==> src/brcs_pkg.sv <==
package brcs_pkg;

  // default coordinate width in bits
  localparam int COORD_BITS_DEF = 16;

  // configuration register indexes
  localparam logic [1:0] REG_WIN_X = 2'd0;
  localparam logic [1:0] REG_WIN_Y = 2'd1;
  localparam logic [1:0] REG_WIN_W = 2'd2;
  localparam logic [1:0] REG_WIN_H = 2'd3;

endpackage

==> src/brcs_rdiv.sv <==
module brcs_rdiv import brcs_pkg::*; #(
  parameter int COORD_BITS = COORD_BITS_DEF,
  parameter int SIDE_BITS  = 1
) (
  input  logic                        clk,
  input  logic                        rst,
  input  logic                        en,
  input  logic                        in_vld,
  input  logic signed [2*COORD_BITS+2:0] num,
  input  logic [COORD_BITS-1:0]       den,
  input  logic [SIDE_BITS-1:0]        side_in,
  output logic                        out_vld,
  output logic signed [COORD_BITS+3:0] quo,
  output logic [SIDE_BITS-1:0]        side_out
);

  // round(num / den) half away from zero as floor((2|num| + den) / (2 den)),
  // one quotient bit per stage
  localparam int C  = COORD_BITS;
  localparam int QB = C + 3;
  localparam int NW = 2 * C + 3;
  localparam int DW = NW + 1;
  localparam int RW = C + 1;

  logic [NW-1:0] mag;
  logic [DW-1:0] dividend;

  assign mag      = num[NW-1] ? NW'(-num) : NW'(num);
  assign dividend = {mag, 1'b0} + DW'(den);

  logic                 vld  [QB+1];
  logic [RW-1:0]        rem  [QB+1];
  logic [QB-1:0]        low  [QB+1];
  logic [RW-1:0]        dvs  [QB+1];
  logic [QB-1:0]        q    [QB+1];
  logic                 neg  [QB+1];
  logic [SIDE_BITS-1:0] side [QB+1];

  always_ff @(posedge clk) begin
    if (rst) begin
      vld[0] <= 1'b0;
    end else if (en) begin
      vld[0] <= in_vld;
    end
    if (en) begin
      rem[0]  <= dividend[DW-1:QB];
      low[0]  <= dividend[QB-1:0];
      dvs[0]  <= {den, 1'b0};
      q[0]    <= '0;
      neg[0]  <= num[NW-1];
      side[0] <= side_in;
    end
  end

  for (genvar i = 0; i < QB; i++) begin : g_step
    logic [RW:0]   t;
    logic          ge;
    logic [RW-1:0] t_sub;

    assign t     = {rem[i], low[i][QB-1]};
    assign ge    = t >= {1'b0, dvs[i]};
    assign t_sub = RW'(t - {1'b0, dvs[i]});

    always_ff @(posedge clk) begin
      if (rst) begin
        vld[i+1] <= 1'b0;
      end else if (en) begin
        vld[i+1] <= vld[i];
      end
      if (en) begin
        rem[i+1]  <= ge ? t_sub : RW'(t);
        low[i+1]  <= {low[i][QB-2:0], 1'b0};
        dvs[i+1]  <= dvs[i];
        q[i+1]    <= {q[i][QB-2:0], ge};
        neg[i+1]  <= neg[i];
        side[i+1] <= side[i];
      end
    end
  end

  always_ff @(posedge clk) begin
    if (rst) begin
      out_vld <= 1'b0;
    end else if (en) begin
      out_vld <= vld[QB];
    end
    if (en) begin
      quo      <= neg[QB] ? -$signed({1'b0, q[QB]}) : $signed({1'b0, q[QB]});
      side_out <= side[QB];
    end
  end

endmodule

==> config.mk <==
export PLATFORM = sky130hd
export DESIGN_NAME = brcs_rdiv
export DESIGN_NICKNAME = d
export VERILOG_FILES = /design/src/brcs_pkg.sv /design/src/brcs_rdiv.sv
export SDC_FILE = /design/constraint.sdc
export NUM_CORES = 2
export LEC_CHECK = 0
export ABC_AREA = 1
export BUFFER_PORTS_ARGS = -buffer_cell sky130_fd_sc_hd__buf_2
export CORE_ASPECT_RATIO = 2
export CORE_MARGIN = 2
export CORE_UTILIZATION = 42
export DETAILED_ROUTE_END_ITERATION = 8
export GPL_TIMING_DRIVEN = 0
export PLACE_DENSITY = 0.63
export REMOVE_ABC_BUFFERS = 1
export SKIP_LAST_GASP = 1
export SYNTH_ARGS = -nofsm -noshare
export SYNTH_HDL_FRONTEND = slang
export SYNTH_SLANG_ARGS = --single-unit
==> constraint.sdc <==
create_clock -name clk -period 3.16 [get_ports clk]
set_clock_uncertainty 0.05 [all_clocks]
set_input_delay 0.632 -clock clk [delete_from_list [all_inputs] [get_ports clk]]
set_output_delay 0.632 -clock clk [all_outputs]
set_load 0.05 [all_outputs]
==> reports/results.txt <==
Gr ovfl total -> 0
Die height -> 509.3 µm
Synth top area share -> 59.86%
Critical path cell sequence -> inv_1, ha_1, a21oi_1, inv_1, a211o_1, a211oi_1, nand3_4, clkinvlp_4, buf_4, o21ai_0
Largest net degree at the start of global routing -> 130
First-pass GRT wire length -> 198.7 mm
# port buffers -> 77
CTS tree -> built
Startpoint types -> register
Main synth FF type -> edfxtp_1
PwrDens -> 914.6 nW/µm²
Yosys warns -> 0
Dpl ws -> -1.698 ns
Total Die Area -> 130,700 µm²
Run status -> complete, no violations
Initial antenna violation count -> 7
# DRC -> 0
Worst hold path class -> in2reg
Fmax -> 0.3218 GHz
Area of the multi-input gates -> 18,810 µm²
Critical Path RT -> 3.52 ns
Layout fillers -> 11,660
Most frequent cells in the layout -> edfxtp_1, nand2_1, inv_1
P_leak -> 24.31 nW
Max_cap viols -> 0
Min-delay src -> den[0]
Die Wd -> 256.7 µm
Slew Limit Headroom -> 51.09%
Initial Utilization -> 42.28%
Clock sinks -> 1,070
Slew Limit Fails -> 0
Type of the worst setup path -> reg2reg
GR Layer Usage met2 -> 43.59%
Met1 Use GR -> 14.49%
Post-DP HPWL -> 102.8 mm
Hold Fails Final Rpt -> 0
Top post-synthesis cells by area -> edfxtp_1, ha_1, nand2_1
CP Max Fanout -> 7
Max incr delay on CP -> 0.39 ns
CTS clk-pin slew, worst paths -> 0.07 ns
Clk_lat worst skew -> 0.70 ns
Sequential Area -> 32,120 µm²
Fin crit period -> 3.107 ns
CTS buffer count -> 97
Post-synth EDFFs -> 1,069
Mapped Cells -> 4,852
Post-DRT Antenna Nets -> 0
CP top delay family -> compound AO/OA/AOI/OAI gates
CP endpoint kind -> register
Root Driver -> clkbuf_16
RSZ-0062 raised after global routing -> true
Seq/Total Area, Yosys -> 59.90%
Number of DRC markers in iteration 0 -> 1,894
IO Count -> 78
Area grow syn2layout -> 11.51%
Final WS setup -> 0.05288 ns
Yosys cell types -> 50
Critical Path Start -> dvs[0][15]$_DFFE_PP_
Post-Route WL -> 132.0 mm
Via count of the routed design -> 34,930
Seq cells post-synth -> 1,070
Gpl congestion -> 0.9374
Worst Path Arrival -> 3.47 ns
Critical path's most frequent cell -> inv_1
Worst-margin pin slew -> 0.7274 ns
Peak VDD IR -> 0.0004380 V
Core Area -> 126,800 µm²
Asr flop ratio synth -> 0%
Post-Syn Area -> 53,630 µm²
Buffers & Inverters on Critical Path -> 4
Site row count -> 185
Drt pass-1 iters -> 7
Layout net count -> 5,395
Fin crit share -> 98.33%
Share of layout cells above drive strength 1 -> 7.739%
GRT Util Overall -> 20.15%
Met3 global-route usage -> 2.524%
Worst r2r src -> dvs[0][15]$_DFFE_PP_
Max H-tree Level -> 3
Vias in the first global route -> 36,730
Finish-stage setup viols -> 0
Top Usage Layer GRT -> met2
Cts hold-fix bufs -> 0
Post-DR vias/cell -> 5.159
Final Util -> 47.14%
Mean post-synth cell area -> 11.05 µm²
WL/cell -> 19.49 µm
CTS Buffer Depth -> 3
Slowest-stage cell, CP -> edfxtp_1
Most common cell after layout, fill and taps aside -> edfxtp_1
Cell taking the most area after synthesis -> edfxtp_1
[worst reg2reg max path: stages, from the launching register on]
cell        delay [ns]
edfxtp_1          0.39
inv_1             0.17
ha_1              0.30
a21oi_1           0.29
inv_1             0.11
a211o_1           0.29
a211oi_1          0.33
nand3_4           0.36
clkinvlp_4        0.30
buf_4             0.14
o21ai_0           0.10
[layer usage]
layer  wire length, µm  vias to the layer above
li1                  -                    17210
met1             36170                    16600
met2             80310                      695
met3              3237                      426
met4             12240                        0
met5                 0                        -
[cell families after synthesis]
kind of cell             Yosys count  share of synthesized area, %
AND/OR/NAND/NOR                 1568                         12.53
adder cells (fa/ha/maj)          339                         8.175
buffers and inverters            692                         5.187
flip-flops                      1070                         59.90
XOR/XNOR                         292                         4.783
AO/OA/AOI/OAI                    891                         9.426
[cell usage after synthesis, types with 64 or more instances]
library cell and instances:
a21o_1 64, a21oi_1 267, edfxtp_1 1069, ha_1 320, inv_1 614, nand2_1 904, nand3_1 115, nand4_1 84
nor2_1 312, o21ai_0 426, xnor2_1 169, xor2_1 122
[worst paths after layout]
kind | to | depth (start not counted) | slack [ns]
worst max-delay path | rem[1][11]$_DFFE_PP_ | 10 | 0.05
worst min-delay path | low[0][0]$_DFFE_PP_ | 1 | 0.07
worst max register to register | rem[1][11]$_DFFE_PP_ | 10 | 0.05
worst min register to register | q[13][3]$_DFFE_PP_ | 0 | 0.35
[cell type report]
class                   count  share of cell area (%)
multi-input cells        3090                   31.45
diodes                      9                 0.03766
repair buffers            102                   1.350
flip-flops and latches   1070                   53.71
repair inverters           12                  0.1506
clock inverters            65                   1.385
inverters                 627                   4.022
well taps                1683                   3.521
clock buffers             112                   4.365
[power breakdown]
group / internal [mW] / total (mW) / leakage (nW) / switching [mW]
Combinational: 7.15 / 20.6 / 12.1 / 13.5
Clock: 7.41 / 12.8 / 1.66 / 5.34
Sequential: 19.7 / 21.3 / 10.5 / 1.62
Total: 34.3 / 54.7 / 24.3 / 20.4
[metrics by stage]
| stage | area, µm² | std cells | hold WS [ns] | setup TNS (ns) | power [mW] |
|---|---|---|---|---|---|
| floorplan | 53200 | 4787 | 0.3503 | 0 | 34.94 |
| global placement | 55690 | 6547 | 0.3505 | - | 41.82 |
| detailed placement | 55950 | 6556 | 0.3545 | -79.35 | 41.71 |
| CTS | 59540 | 6744 | 0.006468 | -0.1634 | 54.84 |
| global route | 59790 | 6768 | 0.02917 | -0.1125 | 58.21 |
| finish | 59800 | 6770 | 0.06821 | 0 | 54.69 |
[registers in the layout, summed over array words and instances, names as in the netlist]
name and flops:
q 190, side_out 1, rem 323, low 189, side 20, dvs 286
quo 20, neg 20, vld 20, out_vld 1
[timing repair]
item,CTS,global route
endpoints found under the setup margin,146,154
hold endpoints to repair,0,0
cloned,7,5
resized for setup,40,39
pin swaps,1,2
buffers inserted,4,12
(Power assumes the default switching activity.)
